--- src/rtl/wpf_pkg.sv ---
// ----------------------------------------------------------------------------
// wpf_pkg
// Shared types, sizes, register indexes and fp16/fp32 helpers for the
// window pooling unit.
// ----------------------------------------------------------------------------
package wpf_pkg;

    localparam int MAX_WIDTH  = 256;
    localparam int MAX_HEIGHT = 256;
    localparam int MAX_WINDOW = 8;

    localparam int COL_W    = $clog2(MAX_WIDTH);
    localparam int SLOT_W   = $clog2(MAX_WINDOW);
    localparam int LS_DEPTH = MAX_WINDOW * MAX_WIDTH;
    localparam int LS_AW    = $clog2(LS_DEPTH);
    localparam int LS_DW    = 17;

    localparam logic [15:0] FP16_NEG_INF = 16'hFC00;
    localparam logic [16:0] COUNT_LIMIT  = 17'h1FFFF;

    // configuration register indexes
    localparam logic [2:0] REG_POOL_KIND   = 3'd0;
    localparam logic [2:0] REG_GLOBAL_MODE = 3'd1;
    localparam logic [2:0] REG_EXCLUDE_PAD = 3'd2;
    localparam logic [2:0] REG_WIN_W       = 3'd3;
    localparam logic [2:0] REG_WIN_H       = 3'd4;
    localparam logic [2:0] REG_STEP_X      = 3'd5;
    localparam logic [2:0] REG_STEP_Y      = 3'd6;
    localparam logic [2:0] REG_MAP_W       = 3'd7;

    typedef struct packed {
        logic [31:0] a;
        logic [31:0] b;
    } wpf_add_req_t;

    typedef struct packed {
        logic        start;
        logic [31:0] num;
        logic [16:0] den;
    } wpf_div_req_t;

    typedef struct packed {
        logic             we;
        logic [LS_AW-1:0] addr;
        logic [LS_DW-1:0] data;
    } wpf_ls_wr_t;

    // fp16 pattern to fp32 pattern, exact
    function automatic logic [31:0] h2f(input logic [15:0] h);
        logic [4:0]  ex;
        logic [9:0]  man;
        logic [3:0]  k;
        logic [32:0] tmp;
        logic [31:0] f;
        ex  = h[14:10];
        man = h[9:0];
        k   = '0;
        tmp = '0;
        if (ex == 5'd0) begin
            if (man == 10'd0) begin
                f = {h[15], 31'b0};
            end else begin
                for (int i = 0; i < 10; i++) begin
                    if (man[i]) k = 4'(i);
                end
                tmp = {23'b0, man} << (5'd23 - {1'b0, k});
                f = {h[15], 8'd103 + {4'b0, k}, tmp[22:0]};
            end
        end else if (ex == 5'd31) begin
            f = {h[15], 8'hFF, man, 13'b0};
        end else begin
            f = {h[15], {3'b0, ex} + 8'd112, man, 13'b0};
        end
        return f;
    endfunction

    // fp32 pattern to fp16 pattern, round to nearest even
    function automatic logic [15:0] f2h(input logic [31:0] f);
        logic               s;
        logic [7:0]         ex;
        logic [22:0]        man;
        logic signed [9:0]  e;
        logic [9:0]         shv;
        logic [4:0]         sh;
        logic [23:0]        m24;
        logic [23:0]        half;
        logic [23:0]        rem;
        logic [23:0]        hw;
        logic [14:0]        hn;
        logic [12:0]        rn;
        logic [15:0]        r;
        s    = f[31];
        ex   = f[30:23];
        man  = f[22:0];
        e    = $signed({2'b0, ex}) - 10'sd112;
        shv  = '0;
        sh   = '0;
        m24  = {1'b1, man};
        half = '0;
        rem  = '0;
        hw   = '0;
        hn   = '0;
        rn   = '0;
        if (ex == 8'hFF) begin
            r = (man != 23'd0) ? {s, 15'h7E00 | {5'b0, man[22:13]}} : {s, 15'h7C00};
        end else if (e >= 10'sd31) begin
            r = {s, 15'h7C00};
        end else if (e <= 10'sd0) begin
            if (e < -10'sd10) begin
                r = {s, 15'b0};
            end else begin
                shv  = 10'(10'sd14 - e);
                sh   = shv[4:0];
                half = m24 >> sh;
                rem  = m24 & ((24'd1 << sh) - 24'd1);
                hw   = 24'd1 << (sh - 5'd1);
                if (rem > hw || (rem == hw && half[0])) half = half + 24'd1;
                r = {s, half[14:0]};
            end
        end else begin
            hn = {e[4:0], man[22:13]};
            rn = man[12:0];
            if (rn > 13'h1000 || (rn == 13'h1000 && hn[0])) hn = hn + 15'd1;
            r = {s, hn};
        end
        return r;
    endfunction

    // a < b as fp16 values; false when either is NaN
    function automatic logic lt16(input logic [15:0] a, input logic [15:0] b);
        logic an;
        logic bn;
        logic r;
        an = (&a[14:10]) && (|a[9:0]);
        bn = (&b[14:10]) && (|b[9:0]);
        if (an || bn) begin
            r = 1'b0;
        end else if (a[14:0] == 15'd0 && b[14:0] == 15'd0) begin
            r = 1'b0;
        end else begin
            case ({a[15], b[15]})
                2'b00:   r = a[14:0] < b[14:0];
                2'b01:   r = 1'b0;
                2'b10:   r = 1'b1;
                default: r = a[14:0] > b[14:0];
            endcase
        end
        return r;
    endfunction

endpackage

--- src/rtl/wpf_fp32_div.sv ---
// ----------------------------------------------------------------------------
// wpf_fp32_div
// Divides an fp32 value by a positive integer count, one quotient bit per
// cycle, rounded to nearest even fp32.
// ----------------------------------------------------------------------------
module wpf_fp32_div (
    input  logic                  aclk,
    input  logic                  aresetn,
    input  wpf_pkg::wpf_div_req_t req,
    output logic                  done,
    output logic [31:0]           quot
);
    import wpf_pkg::*;

    localparam logic [1:0] D_IDLE  = 2'd0;
    localparam logic [1:0] D_PREP  = 2'd1;
    localparam logic [1:0] D_ITER  = 2'd2;
    localparam logic [1:0] D_ROUND = 2'd3;

    logic [1:0]  state_reg;
    logic [4:0]  cnt_reg;
    logic        done_reg;
    logic [31:0] num_reg;
    logic [16:0] den_reg;
    logic [23:0] mb_reg;
    logic [25:0] rem_reg;
    logic [25:0] q_reg;
    logic [9:0]  e_reg;
    logic [31:0] quot_reg;

    logic [4:0]  k;
    logic [40:0] mb_wide;
    logic [23:0] ma;
    logic [23:0] mb;
    logic [24:0] m25;
    logic        up;
    logic [9:0]  e_fin;

    assign done = done_reg;
    assign quot = quot_reg;

    // divisor normalization and final rounding
    always_comb begin
        k = '0;
        for (int i = 0; i < 17; i++) begin
            if (den_reg[i]) k = 5'(i);
        end
        mb_wide = {24'b0, den_reg} << (5'd23 - k);
        mb      = mb_wide[23:0];
        ma      = {1'b1, num_reg[22:0]};
        up      = q_reg[1] && (q_reg[0] || (rem_reg != 26'd0) || q_reg[2]);
        m25     = {1'b0, q_reg[25:2]} + {24'b0, up};
        e_fin   = m25[24] ? e_reg + 10'd1 : e_reg;
    end

    // control
    always_ff @(posedge aclk) begin
        if (!aresetn) begin
            state_reg <= D_IDLE;
            done_reg  <= 1'b0;
            cnt_reg   <= '0;
        end else begin
            done_reg <= 1'b0;
            case (state_reg)
                D_IDLE: begin
                    if (req.start) state_reg <= D_PREP;
                end
                D_PREP: begin
                    cnt_reg <= '0;
                    if ((&num_reg[30:23]) || ~(|num_reg[30:0])) begin
                        done_reg  <= 1'b1;
                        state_reg <= D_IDLE;
                    end else begin
                        state_reg <= D_ITER;
                    end
                end
                D_ITER: begin
                    cnt_reg <= cnt_reg + 5'd1;
                    if (cnt_reg == 5'd25) state_reg <= D_ROUND;
                end
                D_ROUND: begin
                    done_reg  <= 1'b1;
                    state_reg <= D_IDLE;
                end
                default: state_reg <= D_IDLE;
            endcase
        end
    end

    // datapath
    always_ff @(posedge aclk) begin
        case (state_reg)
            D_IDLE: begin
                num_reg <= req.num;
                den_reg <= req.den;
            end
            D_PREP: begin
                mb_reg <= mb;
                q_reg  <= '0;
                // NaN is quieted, infinity and zero pass through
                if ((&num_reg[30:23]) && (|num_reg[22:0])) begin
                    quot_reg <= num_reg | 32'h0040_0000;
                end else begin
                    quot_reg <= num_reg;
                end
                if (ma < mb) begin
                    rem_reg <= {1'b0, ma, 1'b0};
                    e_reg   <= {2'b0, num_reg[30:23]} - {5'b0, k} - 10'd1;
                end else begin
                    rem_reg <= {2'b0, ma};
                    e_reg   <= {2'b0, num_reg[30:23]} - {5'b0, k};
                end
            end
            D_ITER: begin
                if (rem_reg >= {2'b0, mb_reg}) begin
                    q_reg   <= {q_reg[24:0], 1'b1};
                    rem_reg <= {rem_reg[24:0] - {1'b0, mb_reg}, 1'b0};
                end else begin
                    q_reg   <= {q_reg[24:0], 1'b0};
                    rem_reg <= {rem_reg[24:0], 1'b0};
                end
            end
            D_ROUND: begin
                quot_reg <= {num_reg[31], e_fin[7:0],
                             m25[24] ? m25[23:1] : m25[22:0]};
            end
            default: ;
        endcase
    end

endmodule

--- config.mk ---
export PLATFORM = sky130hd
export DESIGN_NAME = wpf_fp32_div
export DESIGN_NICKNAME = d
export VERILOG_FILES = /design/src/rtl/wpf_pkg.sv /design/src/rtl/wpf_fp32_div.sv
export SDC_FILE = /design/constraint.sdc
export NUM_CORES = 1
export LEC_CHECK = 0
export BUFFER_PORTS_ARGS = -buffer_cell sky130_fd_sc_hd__buf_2
export CAP_MARGIN = 20
export CORE_MARGIN = 3
export CORE_UTILIZATION = 35
export DETAILED_ROUTE_END_ITERATION = 10
export MAX_ROUTING_LAYER = met4
export RECOVER_POWER = 50
export SYNTH_ARGS = -nofsm -noshare
export SYNTH_HDL_FRONTEND = slang
export SYNTH_SLANG_ARGS = --single-unit
export TNS_END_PERCENT = 30
--- constraint.sdc ---
create_clock -name aclk -period 6.1 [get_ports aclk]
set_input_delay 0.61 -clock aclk [delete_from_list [all_inputs] [get_ports aclk]]
set_output_delay 0.61 -clock aclk [all_outputs]
set_load 0.05 [all_outputs]
==> impl_results.md, run 1 <==
* Area delta synth->final at 13.5%
* GRT overflow at 0
* Initial DRC Count at 719
* Worst skew pair latency at 0.43 ns
* CP Cell Sequence: nor2_2, o311ai_2, a311oi_1, or2_1, mux2i_1, a221oi_1, o31a_1, ha_1, a211oi_1, o211ai_1, a21oi_1, and2_1, nand3_4, o221a_2
* EDFF count, synth at 165
* PortBufs at 84
* Die height at 181 um
* Die width at 181 um
* CORE AREA at 29900 um^2
* Synth area leaders: edfxtp_1 (46%), ha_1 (7.1%), inv_1 (2.6%)
* Vias in the first global route at 7817
* Seq pwr share at 0.380
* Max clock buf depth at 2
* First-pass GRT wire length at 44400 um
* Crit path max fanout at 22
* Pleak at 0.00450 uW
* Mapped Area at 10700 um^2
* Hold_buf cts at 0
* Worst R2R End: rem_reg[1]
* Final period utilization at 0.829
* CTS H-tree depth at 4
* Antenna diodes at 0
* Worst VDD drop at 0.179 mV
* Max-slew headroom at -0.754
* CP required at 6.28 ns
* Async S/R FF share, synth at 0
* CP max stage delay at 0.56 ns
* Fin crit period at 5.06 ns
* Worst r2r path cells at 14
* R2r setup slk at 1.04 ns
* CTS root buffer: clkbuf_16
* Status: finished, violations left
* Syn Inst Count at 1000
* Per-cell routed wire length at 19.2 um
* Worst R2R Start: den_reg[11]
* Crit path to: rem_reg[1]
* Net Sw Power at 2050 uW
* Fillers at 2868
* Pwr dens at 416 nW/um^2
* Final hold violations at 0
* Routed WL at 28700 um
* Hold_ws at 0.349 ns
* Worst-path clk slew at 0.08 ns
* Mapped Avg Cell Area at 10.7 um^2
* Synth area leader: edfxtp_1
* Crit path arrival time at 5.24 ns
* Maxcap violations at 3
* I/O pin total at 85
* Area of the multi-input gates at 5200 um^2
* TritonCTS Buffers at 17
* Total track usage at 0.176
* Int Pwr at 2990 uW
* Die Area at 32700 um^2
* Post-route ant nets at 0
* Final net count at 1209
* Ratio of cells with drive above 1 in the final layout at 0.124
* Vias per cell at 5.58
* Sw frac at 0.407
* GPL Wtd Cong at 0.933
* Worst Hold Class: input pin to register
* CP Depth at 14
* Crit path kind: register to register
* # rows at 63
* Post-CTS Setup Bufs at 0
* Distinct cells, synth at 72
* Commonest non-fill, non-tap cell in the layout: edfxtp_1
* Yosys warns at 0
* Bufs and invs on worst path at 0
* Worst Max-Slew Pin Slew at 2.63 ns
* FMAX at 198 MHz
* Hold_sp: req[16]
* Initial Util at 0.358
* Nature of the critical path startpoint: register
* Post-CTS Resized at 0
* Critical path startpoint: den_reg[11]
* Unrepaired setup endpoints after global routing: no
* First-pass DRT Iterations at 5
* Type of element capturing the critical path: register
* Most frequent cells in the layout: edfxtp_1 (165), inv_1 (74), nor2_1 (73)
* Max-slew violations at 141
* Post-synth top flop: edfxtp_1
* Worst path slowest cell: or2_1
* Largest net degree at the start of global routing at 60
* Post-DP HPWL at 21200 um
* Setup violators final at 0
* Share of power burned in the clock network at 0.210
* Comb pwr share at 0.410
* Initial antenna violation count at 0
* Via count at 8346
* Cell family with most CP delay: compound AO/OA/AOI/OAI gates
* CTS tree: built
* Area occupied by registers at 5110 um^2
* Clock Sinks at 173
* Setup TNS at 0 ns
* Sequential-to-total area share from yosys stat at 0.478
* Yosys top cell area share at 0.463
* Synth Register Bits at 173
* Violated checks: capacitance limit, slew limit
* Number of remaining DRC errors at 0
* Clock skew at 0.0152 ns
area by class of cell:
cell class	count	share of cell area
multi-input combinational	727	0.428
sequential	173	0.421
tap	390	0.0402
timing repair buffer	98	0.0395
clock buffer	17	0.0350
inverter	77	0.0238
clock inverter	14	0.0123
worst min path at each step:
stage                        to  cells after the start
global route        num_reg[21]                      1
global placement       quot[31]                      0
detailed placement     quot[31]                      0
finish              den_reg[16]                      1
CTS                 den_reg[16]                      1
floorplan              quot[31]                      0
metrics by stage:
| stage | power [uW] | area, um^2 | worst slack (ns) | utilization | instances |
|---|---|---|---|---|---|
| CTS | 5050 | 12200 | 1.16 | 0.408 | 1495 |
| global placement | 3970 | 11600 | 1.26 | 0.389 | 1464 |
| global route | 5360 | 12100 | 0.685 | 0.406 | 1496 |
| floorplan | 3430 | 10700 | 1.94 | - | 1011 |
| detailed placement | 3980 | 11600 | 1.20 | 0.389 | 1464 |
| finish | 5050 | 12100 | 1.04 | 0.406 | 1496 |
cell families (layout without fill, tap and decap cells):
logic type	count (synthesis)	in the layout	share of synthesized area
AOI/OAI and AO/OA	240	240	0.161
buffers and inverters	111	206	0.0416
xor gates and xnor gates	52	52	0.0426
and+or+nand+nor	319	319	0.152
DFF	173	173	0.478
muxes	40	40	0.0492
other	2	13	0.000702
adders and majority gates	63	63	0.0751
routing by layer:
metal	global-route usage	up-vias	routed length, um
met5	-	-	0
met4	0.0445	0	566
met3	0.0254	41	1340
met2	0.274	274	13300
met1	0.244	4044	13500
li1	-	3987	-
cell usage after synthesis (3+ instances only):
master       n
a211oi_1    11
a21o_1       9
a21oi_1     54
a221oi_1     3
a22oi_1      3
a31o_2       3
a31oi_1     11
a41oi_1      3
and2_1      32
and3_1      17
buf_2        5
buf_6        3
clkbuf_1    25
dfxtp_1      8
edfxtp_1   165
ha_1        61
inv_1       74
inv_2        3
mux2_2      11
mux2i_1     20
mux4_2       9
nand2_1     71
nand2b_1     7
nand3_1     22
nand4_1     17
nor2_1      73
nor2b_1     11
nor3_1      22
nor3b_1      5
nor4_1      26
o2111ai_1    3
o211ai_1    11
o21a_1      18
o21ai_0     30
o221a_1     19
o221ai_1    15
o22ai_1     14
o31a_1       5
o31ai_1      4
or3_1        3
xnor2_1     25
xor2_1      27
worst register-to-register path, cell delays in order, from the launching register on:
cell and delay, ns:
edfxtp_1 0.51, nor2_2 0.23, o311ai_2 0.13, a311oi_1 0.31, or2_1 0.56, mux2i_1 0.56, a221oi_1 0.24, o31a_1 0.36
ha_1 0.29, a211oi_1 0.27, o211ai_1 0.17, a21oi_1 0.21, and2_1 0.29, nand3_4 0.27, o221a_2 0.39
power by group through the flow:
stage / sequential [uW] / clock (uW) / combinational, uW
2_1_floorplan: 1960 / 0 / 1460
3_3_place_gp: 1930 / 0 / 2040
3_5_place_dp: 1930 / 0 / 2040
4_1_cts: 1910 / 1080 / 2060
5_1_grt: 1950 / 1130 / 2280
6_report: 1920 / 1060 / 2070
No activity file was read; power rests on OpenSTA's default activity.
==> inputs of run 2 (changes only) <==
Clock period 6.1 ns to 5.3 ns, I/O delays scaled along.
==> impl_results.md, run 2 (synthesis results as in run 1) <==
* Status: finished, violations left
* Violated checks: capacitance limit, slew limit
* Total track usage at 0.179 (+0.00291)
* Type of element capturing the critical path: register
* Worst R2R Start: den_reg[11]
* First-pass GRT wire length at 45400 um (+2.3%)
* Worst VDD drop at 0.240 mV (+34%)
* Ratio of cells with drive above 1 in the final layout at 0.121 (-0.00315)
* Max-slew headroom at -0.794 (-0.0409)
* PortBufs at 84 (unchanged)
* Post-DP HPWL at 21200 um (-0.36%)
* Maxcap violations at 3 (unchanged)
* Int Pwr at 3480 uW (+16%)
* Final net count at 1212 (+0.25%)
* CP required at 5.48 ns (-0.80 ns)
* Initial DRC Count at 659 (-8.3%)
* Seq pwr share at 0.380 (about the same)
* Worst Hold Class: input pin to register
* Met3 WL post-DR at 1450 um (+8.5%)
* Die Area at 32700 um^2 (unchanged)
* Antenna diodes at 0 (unchanged)
* Hold_buf cts at 0 (unchanged)
* Sw frac at 0.401 (-0.00633)
* Post-CTS Resized at 0 (unchanged)
* GRT overflow at 0 (unchanged)
* Nature of the critical path startpoint: register
* Per-cell routed wire length at 19.1 um (-0.29%)
* First-pass DRT Iterations at 5 (unchanged)
* Largest net degree at the start of global routing at 60 (unchanged)
* Final hold violations at 0 (unchanged)
* Most frequent cells in the layout: edfxtp_1 (165), inv_1 (74), nor2_1 (73)
* Hold Path End: den_reg[9]
* Worst skew pair latency at 0.43 ns (about the same)
* Area delta synth->final at 13.7%
* Comb pwr share at 0.407 (-0.003)
* Clock skew at 0.0156 ns (+0.000452 ns)
* I/O pin total at 85 (unchanged)
* Routed WL at 28700 um (about the same)
* Via count at 8406 (+0.72%)
* Crit path kind: register to register
* Max clock buf depth at 2 (unchanged)
* Worst-path clk slew at 0.07 ns (about the same)
* Commonest non-fill, non-tap cell in the layout: edfxtp_1
* Net Sw Power at 2330 uW (+13%)
* CTS H-tree depth at 4 (unchanged)
* Pleak at 0.00449 uW (about the same)
* Setup violators final at 0 (unchanged)
* Share of power burned in the clock network at 0.212 (+0.002)
* FMAX at 207 MHz (+4.8%)
* Met1 Wirelength at 13100 um (-2.9%)
* Hold_ws at 0.265 ns (-0.0841 ns)
* TritonCTS Buffers at 17 (unchanged)
* Worst R2R End: rem_reg[2]
* WHS Path Cells at 1 (unchanged)
* Worst Max-Slew Pin Slew at 2.69 ns (+0.0613 ns)
* CTS root buffer: clkbuf_16
* Critical path startpoint: den_reg[11]
* Worst r2r path cells at 15 (+1)
* Initial Util at 0.358 (unchanged)
* Highest routed layer: met4
* Crit path arrival time at 5.01 ns (-0.23 ns)
* Hold_sp: req[9]
* Met2 wire len at 13500 um (+1.8%)
* Number of remaining DRC errors at 0 (unchanged)
* Vias in the first global route at 8092 (+3.5%)
* Unrepaired setup endpoints after global routing: no
* Post-route ant nets at 0 (unchanged)
* CORE AREA at 29900 um^2 (unchanged)
* Clock Sinks at 173 (unchanged)
* Die width at 181 um (unchanged)
* # rows at 63 (unchanged)
* Pwr dens at 478 nW/um^2 (+15%)
* CTS tree: built
* Die height at 181 um (unchanged)
* Initial antenna violation count at 0 (unchanged)
* GPL Wtd Cong at 0.941 (+0.88%)
* R2r setup slk at 0.47 ns (-0.57 ns)
* Max-slew violations at 141 (unchanged)
* Setup TNS at 0 ns (unchanged)
* Post-CTS Setup Bufs at 0 (unchanged)
* Fin crit period at 4.83 ns (-0.230 ns)
* Vias per cell at 5.60 (+0.45%)
* Final period utilization at 0.911 (+0.0817)
* Crit path max fanout at 22 (unchanged)
==> run 2: cell type report <==
| type | count | area (um^2) |
|---|---|---|
| fillers | 2875 | 17700 |
| well taps | 390 | 488 |
| repair buffers | 101 | 493 |
| flip-flops and latches | 173 | 5110 |
| clock buffers | 18 | 429 |
| multi-input cells | 727 | 5200 |
| clock inverters | 14 | 154 |
| inverters | 77 | 289 |
==> run 2: per-stage QoR <==
stage	setup WS [ns]	cells	power [uW]	utilization	instance area (um^2)
after floorplan	1.14	1011	3940	-	10700
after global placement	0.449	1468	4560	0.390	11600
after detailed placement	0.354	1468	4580	0.390	11600
after CTS	0.316	1500	5830	0.409	12200
after global routing	0.128	1500	6180	0.407	12200
final	0.474	1500	5810	0.407	12200
==> run 2: worst max-delay path by stage <==
stage                        to  cells after the start
finish               rem_reg[2]                     15
CTS                  rem_reg[2]                     17
floorplan              e_reg[4]                     18
global route        rem_reg[21]                     15
detailed placement   rem_reg[2]                     17
global placement     rem_reg[2]                     17
==> run 2: power groups by stage <==
stage / Clock, uW / Sequential (uW) / Combinational (uW)
final: 1240 / 2210 / 2370
after global routing: 1320 / 2240 / 2630
after CTS: 1260 / 2200 / 2370
after detailed placement: 0 / 2220 / 2360
after global placement: 0 / 2220 / 2340
after floorplan: 0 / 2260 / 1690
==> run 2: critical path, stage by stage, from the launching register on <==
cell      delay [ns]
edfxtp_1        0.51
nor2_2          0.23
o311ai_2        0.13
a311oi_1        0.33
or2_1           0.39
mux4_2          0.59
a211oi_1        0.36
o32a_1          0.22
ha_1            0.23
nor2b_1         0.13
o21ai_0         0.15
o211ai_1        0.15
a21oi_1         0.20
and2_1          0.31
nand3_4         0.29
o221a_2         0.38
==> run 2: layer usage <==
| layer | GRT usage | up-vias |
|---|---|---|
| met3 | 0.0262 | 41 |
| met2 | 0.285 | 298 |
| met1 | 0.244 | 4076 |
| li1 | - | 3991 |
| met5 | - | - |
| met4 | 0.0430 | 0 |
==> inputs of run 3 (changes only) <==
Settings changed: CORE_UTILIZATION 35 to 30.
==> impl_results.md, run 3 (synthesis results as in run 1) <==
* Status: finished, violations left
* Violated checks: capacitance limit, slew limit
* Antenna diodes at 0 (unchanged)
* Max clock buf depth at 2 (unchanged)
* Setup violators final at 0 (unchanged)
* Most frequent CP cell: o21ai_0
* Routed WL at 29700 um (+3.6%)
* Vias per cell at 5.39 (-3.8%)
* Nature of the critical path startpoint: register
* Worst skew pair latency at 0.43 ns (about the same)
* Commonest non-fill, non-tap cell in the layout: edfxtp_1
* CP Cell Sequence: nor2_1, a221oi_1, o41ai_1, o22a_2, inv_2, mux2i_1, o21ai_0, a211oi_1, o32a_1, ha_1, nor2b_1, o21ai_0, o211ai_1, a21oi_1, and2_1, nand3_4, o221a_1
* GR Layer Usage met1 at 0.215 (-0.0287)
* I/O pin total at 85 (unchanged)
* Total track usage at 0.160 (-0.0193)
* Final hold violations at 0 (unchanged)
* Die width at 195 um (+7.7%)
* Worst Max-Slew Pin Slew at 2.67 ns (-0.0227 ns)
* Met2 Track Usage GR at 0.254 (-0.0307)
* First-pass DRT Iterations at 5 (unchanged)
* TritonCTS Buffers at 17 (unchanged)
* Unrepaired setup endpoints after global routing: no
* Most frequent cells in the layout: edfxtp_1 (165), inv_1 (74), nor2_1 (73)
* Post-CTS Resized at 0 (unchanged)
* Final net count at 1212 (unchanged)
* Pwr dens at 477 nW/um^2 (about the same)
* Max-slew violations at 142 (+0.71%)
* Initial antenna violation count at 0 (unchanged)
* CP required at 5.47 ns (about the same)
* Worst path slowest cell: edfxtp_1
* Utilization after layout at 0.351 (-0.0561)
* Initial DRC Count at 718 (+9.0%)
* Final Cell Area at 12300 um^2 (+0.69%)
* Bufs and invs on worst path at 1 (+1)
* Clock Sinks at 173 (unchanged)
* Worst Hold Class: input pin to register
* FMAX at 205 MHz (-1.0%)
* Post-CTS Setup Bufs at 0 (unchanged)
* Worst-path clk slew at 0.08 ns (about the same)
* Crit path kind: register to register
* GPL Wtd Cong at 0.914 (-2.9%)
* Setup TNS at 0 ns (unchanged)
* CTS root buffer: clkbuf_16
* Crit path max fanout at 22 (unchanged)
* Die Area at 38000 um^2 (+16%)
* Initial Util at 0.307 (-0.0514)
* Cell family with most CP delay: compound AO/OA/AOI/OAI gates
* GRT overflow at 0 (unchanged)
* Fin crit period at 4.88 ns (+0.0497 ns)
* Hold_buf cts at 0 (unchanged)
* Total placed instance area at 11700 um^2 (+0.70%)
* Area delta synth->final at 14.5%
* Final setup margin at 0.425 ns (-0.0497 ns)
* Pre-CTS WS at 0.201 ns (-0.154 ns)
* PortBufs at 84 (unchanged)
* Final period utilization at 0.920 (+0.00938)
* Global routing's busiest layer: met2
* Clock skew at 0.0138 ns (-0.00187 ns)
* First-pass GRT wire length at 47200 um (+3.8%)
* Vias in the first global route at 8311 (+2.7%)
* Largest net degree at the start of global routing at 60 (unchanged)
* CORE AREA at 34900 um^2 (+17%)
* CTS H-tree depth at 4 (unchanged)
* Crit path arrival time at 5.04 ns (+0.03 ns)
* CTS tree: built
* # rows at 68 (+7.9%)
* Worst VDD drop at 0.280 mV (+17%)
* CP max stage delay at 0.50 ns (-0.09 ns)
* Maxcap violations at 3 (unchanged)
* GR Util met3 at 0.0232 (-0.00295)
* Fillers at 3553 (+24%)
* Per-cell routed wire length at 19.0 um (-0.70%)
* Post-DP HPWL at 22000 um (+3.9%)
* Pleak at 0.00450 uW (+0.15%)
* Type of element capturing the critical path: register
* Ratio of cells with drive above 1 in the final layout at 0.122 (+0.000901)
* Number of remaining DRC errors at 0 (unchanged)
* Via count at 8440 (+0.40%)
* Die height at 195 um (+7.7%)
* Post-route ant nets at 0 (unchanged)
* Max-slew headroom at -0.779 (+0.0151)
-- run 3: cell count changes in the layout (fill, tap and decap cells not counted), sizes merged --
cell and delta:
clkbuf +2, clkinv -1, buf -1
-- run 3: routing by layer --
layer	part of all wire	routed length (um)
met5	0	0
met4	0.028	821
met3	0.043	1280
met2	0.46	13700
met1	0.47	13900
-- run 3: path summary, 6_finish.rpt --
kind,from,end,slack (ns),cells after the start
worst min-delay path,req[37],num_reg[20],0.27,1
worst min register to register,num_reg[31],quot[31],0.44,0
worst max register to register,den_reg[5],rem_reg[21],0.42,17
worst max-delay path,den_reg[5],rem_reg[21],0.42,17
-- run 3: area by class of cell --
class                      count  area [um^2]  share of cell area
clock buffer                  19          433              0.0353
tap                          455          569              0.0465
clock inverter                13          154              0.0126
inverter                      77          289              0.0236
sequential                   173         5110               0.417
timing repair buffer         101          492              0.0401
multi-input combinational    727         5200               0.425
-- run 3: where the power goes --
part           switching [uW]  internal, uW  leakage [uW]
Sequential                294          1930       0.00166
Clock                     580           672      0.000281
Combinational            1490           891       0.00256
-- run 3: per-stage QoR --
step           total power (uW)  instances  hold slack (ns)
2_1_floorplan              3940       1011            0.400
3_3_place_gp               4560       1533            0.409
3_5_place_dp               4600       1533            0.419
4_1_cts                    5870       1565            0.259
5_1_grt                    6230       1565            0.254
6_report                   5850       1565            0.273
